<file path="src/rtl/teq_pkg.sv">
// ----------------------------------------------------------------------------
// teq_pkg: shared types and codes of the timer event queue
// Input modes, result kinds, the per-cell queue operation and the cap on
// events reported by one tick.
// ----------------------------------------------------------------------------
package teq_pkg;

	// input item modes
	localparam logic [1:0] MODE_SCHEDULE = 2'd0;
	localparam logic [1:0] MODE_TICK     = 2'd1;
	localparam logic [1:0] MODE_CLEAR    = 2'd2;

	// result kinds
	localparam logic [2:0] KIND_FIRED     = 3'd0;
	localparam logic [2:0] KIND_NO_EVENT  = 3'd1;
	localparam logic [2:0] KIND_SCHEDULED = 3'd2;
	localparam logic [2:0] KIND_DROPPED   = 3'd3;
	localparam logic [2:0] KIND_CLEARED   = 3'd4;

	// most events reported by a single tick
	localparam int unsigned MAX_FIRED = 16;
	localparam int unsigned FIRED_W   = 5;

	// operation broadcast to every cell of the row
	typedef enum logic [1:0] {
		OP_HOLD,
		OP_INSERT,
		OP_POP
	} queue_op_t;

endpackage

</file>
<file path="src/rtl/teq_cell.sv">
// ----------------------------------------------------------------------------
// teq_cell: one slot of the sorted event row
// Holds a due time and a handle. On insert it keeps its entry, takes the new
// event or takes its left neighbor's entry; on pop it takes the right one.
// ----------------------------------------------------------------------------
module teq_cell #(
	parameter int TIME_WIDTH   = 48,
	parameter int HANDLE_WIDTH = 8
) (
	input  logic                    clk,
	input  teq_pkg::queue_op_t      op,
	input  logic                    occ,
	input  logic                    prev_keep,
	input  logic [TIME_WIDTH-1:0]   new_due,
	input  logic [HANDLE_WIDTH-1:0] new_handle,
	input  logic [TIME_WIDTH-1:0]   left_due,
	input  logic [HANDLE_WIDTH-1:0] left_handle,
	input  logic [TIME_WIDTH-1:0]   right_due,
	input  logic [HANDLE_WIDTH-1:0] right_handle,
	output logic                    keep,
	output logic [TIME_WIDTH-1:0]   due,
	output logic [HANDLE_WIDTH-1:0] handle
);

	logic [TIME_WIDTH-1:0]   due_q;
	logic [HANDLE_WIDTH-1:0] handle_q;

	// equal due times stay ahead of the new event
	assign keep   = occ && (due_q <= new_due);
	assign due    = due_q;
	assign handle = handle_q;

	// slot update
	always_ff @(posedge clk) begin
		case (op)
			teq_pkg::OP_INSERT: begin
				if (!keep) begin
					if (prev_keep) begin
						due_q    <= new_due;
						handle_q <= new_handle;
					end else begin
						due_q    <= left_due;
						handle_q <= left_handle;
					end
				end
			end
			teq_pkg::OP_POP: begin
				due_q    <= right_due;
				handle_q <= right_handle;
			end
			default: ;
		endcase
	end

endmodule

</file>
<file path="src/rtl/teq_row.sv">
// ----------------------------------------------------------------------------
// teq_row: row of event cells kept in due-time order
// Cell 0 is the head. The fill count marks which cells hold events.
// ----------------------------------------------------------------------------
module teq_row #(
	parameter int QUEUE_DEPTH  = 16,
	parameter int TIME_WIDTH   = 48,
	parameter int HANDLE_WIDTH = 8,
	parameter int COUNT_W      = $clog2(QUEUE_DEPTH + 1)
) (
	input  logic                    clk,
	input  teq_pkg::queue_op_t      op,
	input  logic [COUNT_W-1:0]      count,
	input  logic [TIME_WIDTH-1:0]   new_due,
	input  logic [HANDLE_WIDTH-1:0] new_handle,
	output logic [TIME_WIDTH-1:0]   head_due,
	output logic [HANDLE_WIDTH-1:0] head_handle,
	output logic [TIME_WIDTH-1:0]   next_due
);

	logic [TIME_WIDTH-1:0]   due_w    [QUEUE_DEPTH];
	logic [HANDLE_WIDTH-1:0] handle_w [QUEUE_DEPTH];
	logic                    keep_w   [QUEUE_DEPTH];

	assign head_due    = due_w[0];
	assign head_handle = handle_w[0];
	assign next_due    = due_w[1];

	// cells with their neighbor links
	for (genvar i = 0; i < QUEUE_DEPTH; i++) begin : g_cell
		logic                    occ;
		logic                    prev_keep;
		logic [TIME_WIDTH-1:0]   left_due;
		logic [HANDLE_WIDTH-1:0] left_handle;
		logic [TIME_WIDTH-1:0]   right_due;
		logic [HANDLE_WIDTH-1:0] right_handle;

		assign occ = count > COUNT_W'(i);

		if (i == 0) begin : g_head
			assign prev_keep   = 1'b1;
			assign left_due    = new_due;
			assign left_handle = new_handle;
		end else begin : g_body
			assign prev_keep   = keep_w[i-1];
			assign left_due    = due_w[i-1];
			assign left_handle = handle_w[i-1];
		end

		if (i == QUEUE_DEPTH - 1) begin : g_tail
			assign right_due    = due_w[i];
			assign right_handle = handle_w[i];
		end else begin : g_inner
			assign right_due    = due_w[i+1];
			assign right_handle = handle_w[i+1];
		end

		teq_cell #(
			.TIME_WIDTH  (TIME_WIDTH),
			.HANDLE_WIDTH(HANDLE_WIDTH)
		) u_cell (
			.clk         (clk),
			.op          (op),
			.occ         (occ),
			.prev_keep   (prev_keep),
			.new_due     (new_due),
			.new_handle  (new_handle),
			.left_due    (left_due),
			.left_handle (left_handle),
			.right_due   (right_due),
			.right_handle(right_handle),
			.keep        (keep_w[i]),
			.due         (due_w[i]),
			.handle      (handle_w[i])
		);
	end

endmodule

</file>
<file path="src/rtl/timer_event_queue_top.sv">
// ----------------------------------------------------------------------------
// timer_event_queue_top: timer event queue
// Sorted row of pending events, tick time base with delta and total, and a
// sequencer that reports scheduled, dropped, fired and cleared events and empty ticks.
//
//   port group   dir   fields
//   in_*         in    mode, due_time, event_handle, clock_reading
//   out_*        out   kind, fired_handle, fire_time, tick_gap,
//                      total_elapsed, last
//   cfg_*        in    cfg_data (target period)
//
// One item at a time. A tick steps through floor, current, delta and sum states,
// then reports each fired event, or one no-event result (up to 16 results).
// The tick time base runs through add, max, subtract and 64-bit add stages.
// The queue is empty after reset; no clearing pass.
// A stalled output holds the sequencer in the schedule, pop and clear states; input is taken when idle.
// ----------------------------------------------------------------------------
module timer_event_queue_top #(
	parameter int QUEUE_DEPTH  = 16,
	parameter int HANDLE_WIDTH = 8,
	parameter int TIME_WIDTH   = 48
) (
	input  logic                    clk,
	input  logic                    arst_n,
	input  logic                    in_valid,
	output logic                    in_ready,
	input  logic [1:0]              mode,
	input  logic [TIME_WIDTH-1:0]   due_time,
	input  logic [HANDLE_WIDTH-1:0] event_handle,
	input  logic [TIME_WIDTH-1:0]   clock_reading,
	output logic                    out_valid,
	input  logic                    out_ready,
	output logic [2:0]              kind,
	output logic [HANDLE_WIDTH-1:0] fired_handle,
	output logic [TIME_WIDTH-1:0]   fire_time,
	output logic [TIME_WIDTH-1:0]   tick_gap,
	output logic [63:0]             total_elapsed,
	output logic                    last,
	input  logic                    cfg_valid,
	output logic                    cfg_ready,
	input  logic [TIME_WIDTH-1:0]   cfg_data
);

	localparam int COUNT_W = $clog2(QUEUE_DEPTH + 1);
	localparam int FW      = teq_pkg::FIRED_W;

	typedef enum logic [2:0] {
		ST_IDLE,
		ST_SCHED,
		ST_FLOOR,
		ST_CUR,
		ST_DELTA,
		ST_SUM,
		ST_POP,
		ST_CLEAR
	} state_t;

	state_t                  state_q;
	logic [TIME_WIDTH-1:0]   target_q;
	logic [TIME_WIDTH-1:0]   due_q;
	logic [HANDLE_WIDTH-1:0] handle_q;
	logic [TIME_WIDTH-1:0]   clock_q;
	logic [COUNT_W-1:0]      count_q;
	logic [TIME_WIDTH-1:0]   last_tick_q;
	logic [TIME_WIDTH-1:0]   last_delta_q;
	logic [63:0]             elapsed_q;
	logic [TIME_WIDTH-1:0]   floor_q;
	logic [TIME_WIDTH-1:0]   cur_q;
	logic [FW-1:0]           popped_q;

	logic                    out_valid_q;
	logic [2:0]              kind_q;
	logic [HANDLE_WIDTH-1:0] fired_handle_q;
	logic [TIME_WIDTH-1:0]   fire_time_q;
	logic [TIME_WIDTH-1:0]   tick_gap_q;
	logic [63:0]             total_elapsed_q;
	logic                    last_q;

	logic [TIME_WIDTH-1:0]   head_due;
	logic [HANDLE_WIDTH-1:0] head_handle;
	logic [TIME_WIDTH-1:0]   next_due;
	logic [TIME_WIDTH:0]     floor_sum;

	logic                    out_free;
	logic                    due_past;
	logic                    q_full;
	logic                    head_exp;
	logic                    next_exp;
	teq_pkg::queue_op_t      op;
	logic                    emit_en;
	logic [2:0]              emit_kind;
	logic [HANDLE_WIDTH-1:0] emit_handle;
	logic [TIME_WIDTH-1:0]   emit_time;
	logic                    emit_last;
	logic                    emit_clear;

	assign in_ready  = (state_q == ST_IDLE);
	assign cfg_ready = 1'b1;

	assign out_valid     = out_valid_q;
	assign kind          = kind_q;
	assign fired_handle  = fired_handle_q;
	assign fire_time     = fire_time_q;
	assign tick_gap      = tick_gap_q;
	assign total_elapsed = total_elapsed_q;
	assign last          = last_q;

	// event row
	teq_row #(
		.QUEUE_DEPTH (QUEUE_DEPTH),
		.TIME_WIDTH  (TIME_WIDTH),
		.HANDLE_WIDTH(HANDLE_WIDTH),
		.COUNT_W     (COUNT_W)
	) u_row (
		.clk        (clk),
		.op         (op),
		.count      (count_q),
		.new_due    (due_q),
		.new_handle (handle_q),
		.head_due   (head_due),
		.head_handle(head_handle),
		.next_due   (next_due)
	);

	// saturating floor of the next tick
	assign floor_sum = {1'b0, last_tick_q} + {1'b0, target_q};

	assign out_free = !out_valid_q || out_ready;
	assign due_past = due_q <= last_tick_q;
	assign q_full   = count_q == COUNT_W'(QUEUE_DEPTH);
	assign head_exp = (count_q != '0) && (popped_q < FW'(teq_pkg::MAX_FIRED))
		&& (head_due <= cur_q);
	assign next_exp = (count_q > COUNT_W'(1)) && (popped_q < FW'(teq_pkg::MAX_FIRED - 1))
		&& (next_due <= cur_q);

	// result selection and row operation
	always_comb begin
		emit_en     = 1'b0;
		emit_kind   = teq_pkg::KIND_FIRED;
		emit_handle = '0;
		emit_time   = '0;
		emit_last   = 1'b1;
		emit_clear  = 1'b0;
		op          = teq_pkg::OP_HOLD;
		case (state_q)
			ST_SCHED: begin
				if (out_free) begin
					emit_en     = 1'b1;
					emit_handle = handle_q;
					if (due_past) begin
						emit_kind = teq_pkg::KIND_FIRED;
						emit_time = last_tick_q;
					end else if (q_full) begin
						emit_kind = teq_pkg::KIND_DROPPED;
					end else begin
						emit_kind = teq_pkg::KIND_SCHEDULED;
						op        = teq_pkg::OP_INSERT;
					end
				end
			end
			ST_POP: begin
				if (out_free) begin
					emit_en   = 1'b1;
					emit_time = cur_q;
					if (head_exp) begin
						emit_kind   = teq_pkg::KIND_FIRED;
						emit_handle = head_handle;
						emit_last   = !next_exp;
						op          = teq_pkg::OP_POP;
					end else begin
						emit_kind = teq_pkg::KIND_NO_EVENT;
					end
				end
			end
			ST_CLEAR: begin
				if (out_free) begin
					emit_en    = 1'b1;
					emit_kind  = teq_pkg::KIND_CLEARED;
					emit_clear = 1'b1;
				end
			end
			default: ;
		endcase
	end

	// sequencer, time base and output register
	always_ff @(posedge clk or negedge arst_n) begin
		if (!arst_n) begin
			state_q      <= ST_IDLE;
			target_q     <= '0;
			count_q      <= '0;
			last_tick_q  <= '0;
			last_delta_q <= '0;
			elapsed_q    <= '0;
			popped_q     <= '0;
			out_valid_q  <= 1'b0;
		end else begin
			if (cfg_valid && cfg_ready) begin
				target_q <= cfg_data;
			end

			// output register
			if (emit_en) begin
				out_valid_q     <= 1'b1;
				kind_q          <= emit_kind;
				fired_handle_q  <= emit_handle;
				fire_time_q     <= emit_time;
				tick_gap_q      <= emit_clear ? '0 : last_delta_q;
				total_elapsed_q <= emit_clear ? '0 : elapsed_q;
				last_q          <= emit_last;
			end else if (out_ready) begin
				out_valid_q <= 1'b0;
			end

			// fill count follows the row operation
			case (op)
				teq_pkg::OP_INSERT: count_q <= count_q + COUNT_W'(1);
				teq_pkg::OP_POP:    count_q <= count_q - COUNT_W'(1);
				default: ;
			endcase

			unique case (state_q)
				ST_IDLE: begin
					if (in_valid) begin
						due_q    <= due_time;
						handle_q <= event_handle;
						clock_q  <= clock_reading;
						case (mode)
							teq_pkg::MODE_SCHEDULE: state_q <= ST_SCHED;
							teq_pkg::MODE_TICK:     state_q <= ST_FLOOR;
							teq_pkg::MODE_CLEAR:    state_q <= ST_CLEAR;
							default:                state_q <= ST_IDLE;
						endcase
					end
				end
				ST_SCHED: begin
					if (emit_en) begin
						state_q <= ST_IDLE;
					end
				end
				ST_FLOOR: begin
					floor_q <= floor_sum[TIME_WIDTH] ? '1 : floor_sum[TIME_WIDTH-1:0];
					state_q <= ST_CUR;
				end
				ST_CUR: begin
					cur_q   <= (clock_q < floor_q) ? floor_q : clock_q;
					state_q <= ST_DELTA;
				end
				ST_DELTA: begin
					last_delta_q <= cur_q - last_tick_q;
					last_tick_q  <= cur_q;
					state_q      <= ST_SUM;
				end
				ST_SUM: begin
					elapsed_q <= elapsed_q + 64'(last_delta_q);
					popped_q  <= '0;
					state_q   <= ST_POP;
				end
				ST_POP: begin
					if (emit_en) begin
						popped_q <= popped_q + FW'(1);
						if (emit_last) begin
							state_q <= ST_IDLE;
						end
					end
				end
				ST_CLEAR: begin
					if (emit_en) begin
						count_q      <= '0;
						last_delta_q <= '0;
						elapsed_q    <= '0;
						last_tick_q  <= clock_q;
						state_q      <= ST_IDLE;
					end
				end
				default: state_q <= ST_IDLE;
			endcase
		end
	end

	// fill count never passes the row length
	a_count_bound: assert property (@(posedge clk) disable iff (!arst_n)
		count_q <= COUNT_W'(QUEUE_DEPTH))
		else $error("event count beyond queue depth");

	// insert only into a row with a free slot
	a_insert_room: assert property (@(posedge clk) disable iff (!arst_n)
		(op == teq_pkg::OP_INSERT) |-> !q_full)
		else $error("insert into full queue");

	// the new tick never falls behind the previous one
	a_tick_order: assert property (@(posedge clk) disable iff (!arst_n)
		(state_q == ST_DELTA) |-> (cur_q >= last_tick_q))
		else $error("tick time moved backward");

	// a tick reports no more than the cap of fired events
	a_pop_cap: assert property (@(posedge clk) disable iff (!arst_n)
		(op == teq_pkg::OP_POP) |-> (popped_q < FW'(teq_pkg::MAX_FIRED)))
		else $error("too many events fired on one tick");

endmodule

</file>
<file path="config.mk">
export PLATFORM = sky130hd
export DESIGN_NAME = timer_event_queue_top
export DESIGN_NICKNAME = d
export VERILOG_FILES = /design/src/rtl/teq_pkg.sv /design/src/rtl/teq_cell.sv /design/src/rtl/teq_row.sv /design/src/rtl/timer_event_queue_top.sv
export SDC_FILE = /design/constraint.sdc
export NUM_CORES = 2
export LEC_CHECK = 0
export BUFFER_PORTS_ARGS = -buffer_cell sky130_fd_sc_hd__buf_2
export CORE_MARGIN = 4
export CORE_UTILIZATION = 53
export DETAILED_ROUTE_END_ITERATION = 6
export PLACE_DENSITY_LB_ADDON = 0.2
export REMOVE_ABC_BUFFERS = 1
export SLEW_MARGIN = 40
export SYNTH_ARGS = -nofsm -noshare
export SYNTH_HDL_FRONTEND = slang
export SYNTH_SLANG_ARGS = --single-unit
export TNS_END_PERCENT = 20
</file>
<file path="constraint.sdc">
create_clock -name clk -period 9.1 [get_ports clk]
set_input_delay 1.82 -clock clk [delete_from_list [all_inputs] [get_ports clk]]
set_output_delay 1.82 -clock clk [all_outputs]
set_load 0.005 [all_outputs]
</file>
# Yosys cells after proc, flatten, opt, wreduce, memory -nomap -nowiden
# Index checks and enable logic that the tools add are counted.
[word_totals] mem_bits_rw=0 word_cells=322 rom_bits=0 mem_count=0 output_inout_bits=175 latchBits=0 inputBits=159 regBits=1490
[classes] n_mux=137 add_sub_neg=6 bitwise=1 div=0 n_shift=0 n_mul=0 eq_ne=32 order_cmp=38 n_reduce_logical=57
[ops] cell="two-way mux 48 bit" count=36
[ops] cell="one-hot mux 48 bit (2 select lines)" count=18
[ops] cell="<= comparator 48 bit" count=19
[ops] cell="two-way mux 8 bit" count=33
[ops] cell="one-hot mux 8 bit (2 select lines)" count=16
[ops] cell="one-hot mux 64 bit (2 select lines)" count=1
[ops] cell="adder 64 x 48 -> 64 bit" count=1
[ops] cell="two-way mux 64 bit" count=1
[ops] cell="adder 48 x 48 -> 49 bit" count=1
[ops] cell="< comparator 48 bit" count=1
[ops] cell="subtractor 48 bit" count=1
[ops] cell="AND reduction 2 bit" count=22
[ops] cell="greater-than comparator 5 x 4 -> 1 bit (second input constant)" count=8
[ops] cell="inequality test 2 bit (second input constant)" count=19
[ops] cell="one-hot mux 3 bit (7 select lines)" count=1
[ops] cell="greater-than comparator 5 x 3 -> 1 bit (second input constant)" count=4
[ops] cell="logical AND 1 bit" count=20
[ops] cell="one-hot mux 5 bit (2 select lines)" count=2
[ops] cell="one-hot mux 3 bit (3 select lines)" count=2
[ops] cell="two-way mux 3 bit" count=5
[ops] cell="two-way mux 5 bit" count=3
[ops] cell="two-way mux 1 bit" count=14
[ops] cell="equality test 3 bit (second input constant)" count=4
[ops] cell="adder 5 x 1 -> 5 bit (second input constant)" count=2
[ops] cell="other kinds (24)" count=37

# Longest topological paths before layout
[depth] ltp_word=10 ltp_mapped=22 ltp_nobuf=17

# Cells and area by module
# Synthesis repeated with hierarchy kept, for this count alone.
[hier_totals] cells_unflattened=10041 area_unflattened_um2=100766.6
[by_module_without_submodules] module="teq_cell" seq_area_each_um2=1681.6 cells_per_inst=425 area_each_um2=4112.7 instances=16
[by_module_without_submodules] module="timer_event_queue_top" seq_area_each_um2=16726.0 cells_per_inst=3213 area_each_um2=34817.1 instances=1
[by_module_without_submodules] module="teq_row" seq_area_each_um2=0.0 cells_per_inst=28 area_each_um2=146.4 instances=1

# Least setup slack after synthesis
# OpenSTA, ideal clock, no wires.
[synth_path] path_kind="input -> register" from="in out_ready" to="reg fire_time_q[0] (netlist: fire_time[0]) (enable)" path_stages=3 arrival_ns=10.364 setup_time_ns=0.761 required_ns=8.339 slack_ns=-2.025 path_buffers=0 path_cell_list="nand2b_1 nand2_1 a21oi_1"
[synth_between] elab_chain_len=4
[synth_rtl] element="start, declared" line_no="timer_event_queue_top.sv:32" rtl="input logic out_ready,"
[synth_rtl] element="logical OR 1 bit" line_no="timer_event_queue_top.sv:128" rtl="assign out_free = !out_valid_q || out_ready;"
[synth_rtl] element="two-way mux 1 bit" line_no="timer_event_queue_top.sv:147, timer_event_queue_top.sv:162, timer_event_queue_top.sv:176"
[synth_rtl] element="two-way mux 1 bit"
[synth_rtl] element="AND reduction 2 bit (no line)"
[synth_rtl] element="end signal, assigned" line_no="timer_event_queue_top.sv:207" rtl="fire_time_q <= emit_time;"
[synth_rtl] element="end, declared" line_no="timer_event_queue_top.sv:74" rtl="logic [TIME_WIDTH-1:0] fire_time_q;"
# Every way passes these cells.
# A chain may end at the register's enable or synchronous reset.

# Worst setup path in the final report
[layout_path] from="reg u_row.g_cell[0].u_cell.due_q[41]" to="reg u_row.g_cell[2].u_cell.due_q[9] (data pin)"
[layout_between] elab_chain_len=7 elab_cells_between_ends=8 classes_between="order compare: 1; eq/ne: 2; mux: 4; reduce/logical: 1"
[layout_rtl] element="start, declared" line_no="teq_cell.sv:25" rtl="logic [TIME_WIDTH-1:0] due_q;"
[layout_rtl] element="start signal, assigned" line_no="teq_cell.sv:39" rtl="due_q <= new_due;"
[layout_rtl] element="start signal, assigned" line_no="teq_cell.sv:42" rtl="due_q <= left_due;"
[layout_rtl] element="start signal, assigned" line_no="teq_cell.sv:48" rtl="due_q <= right_due;"
[layout_rtl] element="<= comparator 48 bit (*)" line_no="timer_event_queue_top.sv:132" rtl="&& (head_due <= cur_q);"
[layout_rtl] element="logical AND 1 bit (*)" line_no="timer_event_queue_top.sv:132"
[layout_rtl] element="two-way mux 2 bit (*)" line_no="timer_event_queue_top.sv:165" rtl="if (head_exp) begin"
[layout_rtl] element="two-way mux 2 bit (*)" line_no="timer_event_queue_top.sv:162" rtl="if (out_free) begin"
[layout_rtl] element="one-hot mux 2 bit (2 select lines) (*)" line_no="timer_event_queue_top.sv:145" rtl="case (state_q)"
[layout_rtl] element="equality test 2 bit / equality test 2 x 1 -> 1 bit (equally long branches)" line_no="teq_cell.sv:35" rtl="case (op)"
[layout_rtl] element="one-hot mux 48 bit (2 select lines) (*)" line_no="teq_cell.sv:35"
[layout_rtl] element="end signal, assigned" line_no="teq_cell.sv:39"
[layout_rtl] element="end signal, assigned" line_no="teq_cell.sv:42"
[layout_rtl] element="end signal, assigned" line_no="teq_cell.sv:48"
[layout_rtl] element="end, declared" line_no="teq_cell.sv:25"
# Every way passes the cells marked *; elsewhere a longest branch is shown, timed or not.

==> impl_metrics.yaml <==
outcome:
  run_status: "complete, but fails checks"
  violations: "design-rule violations"
floorplanning:
  die-area_mm2: 0.198
  coreArea_mm2: 0.190
  ios: 334
  start_util_pct: 53.2
  row_count: 160
  die_h_um: 445
  die_width_um: 445
power:
  p_comb_share_pct: 47.6
  ir_drop_mv: 0.344
  leakagePower_uw: 0.0460
  p_seq_share_pct: 32.2
  p_sw_share_pct: 44.4
  p_switching_uw: 16000
  power.internal_uw: 20000
  p_clk_share_pct: 20.2
  powerDensity_mw_per_mm2: 322
global_route:
  antenna_found_initial: 21
  overflow: 0
  grt_pass1_vias: 85203
  grt_usage_pct: 40.7
  grt_max_degree: 222
  grt_pass1_wl_mm: 595
cells_and_area:
  syn2layout_area_growth_pct: 10.7
  fill_cells: 15880
  fin_cells: 12673
  final_layout_size_suffix_gt1_share_pct: 10.1
  nets: 11288
worst_setup_path:
  critPathLaunchType: "flop"
  crit_required_ns: 9.71
  r2r_cells: 14
  crit_path_cell_trace: "ha_1 -> a21o_1 -> a21o_1 -> a21oi_1 -> o21ai_0 -> a21oi_1 -> o221ai_1 -> a211oi_2 -> buf_4 -> ha_4 -> buf_12 -> buf_12 -> nor2_1 -> a221o_1"
  critPathCaptureType: "flop"
  rr_endpoint: "u_row.g_cell[2].u_cell.due[9]$_DFFE_PP_"
  reg2reg_slack_ns: 2.73
  crit_fanout: 188
  critPathKind: "flop to flop"
  crit_family: "compound AO/OA/AOI/OAI gates"
  slowest_stage: "ha_4"
  worstPathArrival_ns: 6.98
  critPathLaunch: "u_row.g_cell[0].u_cell.due[41]$_DFFE_PP_"
  rr_startpoint: "u_row.g_cell[0].u_cell.due[41]$_DFFE_PP_"
  cpPeakStageDelay_ns: 0.65
  critPathBufInv: 3
run:
  drv_cap: 0
min_path:
  min_path_type: "flop to flop"
  min-delay-start: "elapsed_q[63]$_DFFE_PN0P_"
  whs_endpoint: "elapsed_q[63]$_DFFE_PN0P_"
  whs_path_depth: 1
clocking:
  htree_levels: 4
  cts_tree: "done"
  post-cts-setup-buffer-count: 0
  numCtsBuffers: 175
  clk_latency_ns: 0.88
  cts_sinks: 1490
  clock_path_buffers: 3
  clkTransAtPathRegs_ns: 0.06
  root_buffer: "clkbuf_16"
  hold_buffers: 0
  ctsResizeCount: 0
placement:
  gp_congestion: 1.01
  numPortBuffers: 332
  dp.final_hpwl_mm: 293
  dp_cells: 12335
yosys:
  netlist_instances: 9978
  synth_most_common_cell: "edfxtp_1"
  yosys_warnings: 0
  synth_cell_types: 82
  ys_async_sr_fraction_pct: 14.9
  ys_seq_area_share_pct: 43.1
  synth_area_mm2: 0.101
  synth.area.top_cells: "edfxtp_1 38%, ha_1 14%, dfrtp_1 5.5%, a221o_1 3.9%, a21o_1 3.3%"
  synth_commonest_cells: "1268 x edfxtp_1, 1114 x ha_1, 738 x nand2_1"
  ys_ff_latch: 1490
  synth_flop_cell: "edfxtp_1"
  yosysTopAreaCellShare_pct: 37.6
  synth_top_cell_by_area: "edfxtp_1"
  synth_edf_count: 1268
  synth_area_per_cell_um2: 10.1
sta:
  fin_crit_sh_pct: 70.0
  finalHoldViolCount: 0
  tns_ns: 0
  drv_slew: 0
  finalSetupViolCount: 0
  rsz0062_at_grt: "false"
  finalCriticalPeriod_ns: 6.37
  slew_headroom_pct: 37.0
  worst_pin_slew_ns: 0.937
  fin_worst_skew_ns: 0.0381
  max_freq_mhz: 157
drt:
  first_iter_violations: 13269
  drcViolationCount: 4
  drt_first_pass_iters: 7
  wl_mm: 416
  num_vias: 90224
  wl_per_cell_um: 32.8
  ant_nets: 0
  viasPerCell: 7.12
[layout by cell type (no fill, tap or decap), drive strengths merged, types with 125 or more instances in the layout]
master / n
a221o: 392
edfxtp: 1268
buf: 524
nor2b: 278
dfrtp: 222
nand2: 740
nand4: 296
and2: 125
a21o: 451
a22oi: 227
ha: 1114
clkbuf: 228
o21ai: 612
a21oi: 449
nor3b: 335
nor2: 487
nand3: 672
inv: 390
[metrics by stage]
step / instance area, um^2 / total power (uW) / setup WS (ns) / hold slack (ns) / util, %
4_1_cts: 112000 / 35300 / 2.87 / 0.452 / 58.8
6_report: 112000 / 36000 / 2.73 / 0.447 / 58.9
3_3_place_gp: 105000 / 27500 / 2.43 / 0.438 / 55.5
5_1_grt: 112000 / 37600 / 2.60 / 0.482 / 58.9
3_5_place_dp: 106000 / 28000 / 2.79 / 0.442 / 55.8
2_1_floorplan: 98600 / 23000 / -43.81 / 0.421 / -
[flip-flops by register name, indices dropped and copies added, names as in the netlist, 3 cells and up]
name / count
popped_q: 5
handle_q: 8
elapsed_q: 64
floor_q: 48
fire_time: 48
total_elapsed: 64
tick_gap: 48
last_tick_q: 48
fired_handle: 8
target_q: 48
clock_q: 48
last_delta_q: 48
due_q: 48
u_row.g_cell.u_cell.due: 768
cur_q: 48
u_row.g_cell.u_cell.handle: 128
kind: 3
state_q: 3
count_q: 5
[power groups by stage]
stage	clock network [uW]	logic (uW)	registers, uW
global route	7560	18400	11600
floorplan	0	11900	11100
finish	7260	17200	11600
global placement	0	15900	11600
CTS	7280	16500	11500
detailed placement	0	16400	11600
[cell type report]
type / count / area (um^2) / area share [%]
diodes: 12 / 30.0 / 0.0268
multi-input cells: 7434 / 54400 / 48.6
clock buffers: 226 / 4630 / 4.13
well taps: 2511 / 3140 / 2.81
inverters: 385 / 1450 / 1.29
repair buffers: 526 / 3590 / 3.20
flip-flops and latches: 1490 / 43600 / 39.0
clock inverters: 89 / 1070 / 0.959
[cell families (layout without fill, tap and decap cells)]
logic type,count (synthesis),in the layout,share of synthesized area [%]
compound gates,2716,2716,18.9
xor+xnor,115,115,0.996
fa+ha+maj,1117,1117,13.8
buf+inv,1054,1226,3.98
flops,1490,1490,43.1
mux,232,232,2.44
other cells,1,13,0.00371
simple gates,3253,3253,16.8
[metal layers]
layer | up-vias | wire (um) | global-route usage [%]
li1 | 38546 | - | -
met1 | 43964 | 159000 | 53.7
met2 | 6438 | 176000 | 59.6
met3 | 1270 | 54400 | 12.7
met4 | 6 | 27600 | 22.7
met5 | - | 38 | 0
[worst max-delay path by stage]
stage | to | slack (ns) | cells after the start
floorplan | u_row.g_cell[10].u_cell.due[0]$_DFFE_PP_ | -43.81 | 6
global placement | u_row.g_cell[6].u_cell.due[6]$_DFFE_PP_ | 2.43 | 9
detailed placement | u_row.g_cell[2].u_cell.due[7]$_DFFE_PP_ | 2.79 | 10
CTS | u_row.g_cell[2].u_cell.due[7]$_DFFE_PP_ | 2.87 | 15
global route | u_row.g_cell[9].u_cell.due[18]$_DFFE_PP_ | 2.60 | 16
finish | u_row.g_cell[2].u_cell.due[9]$_DFFE_PP_ | 2.73 | 14
No activity file was read; power rests on OpenSTA's default activity.
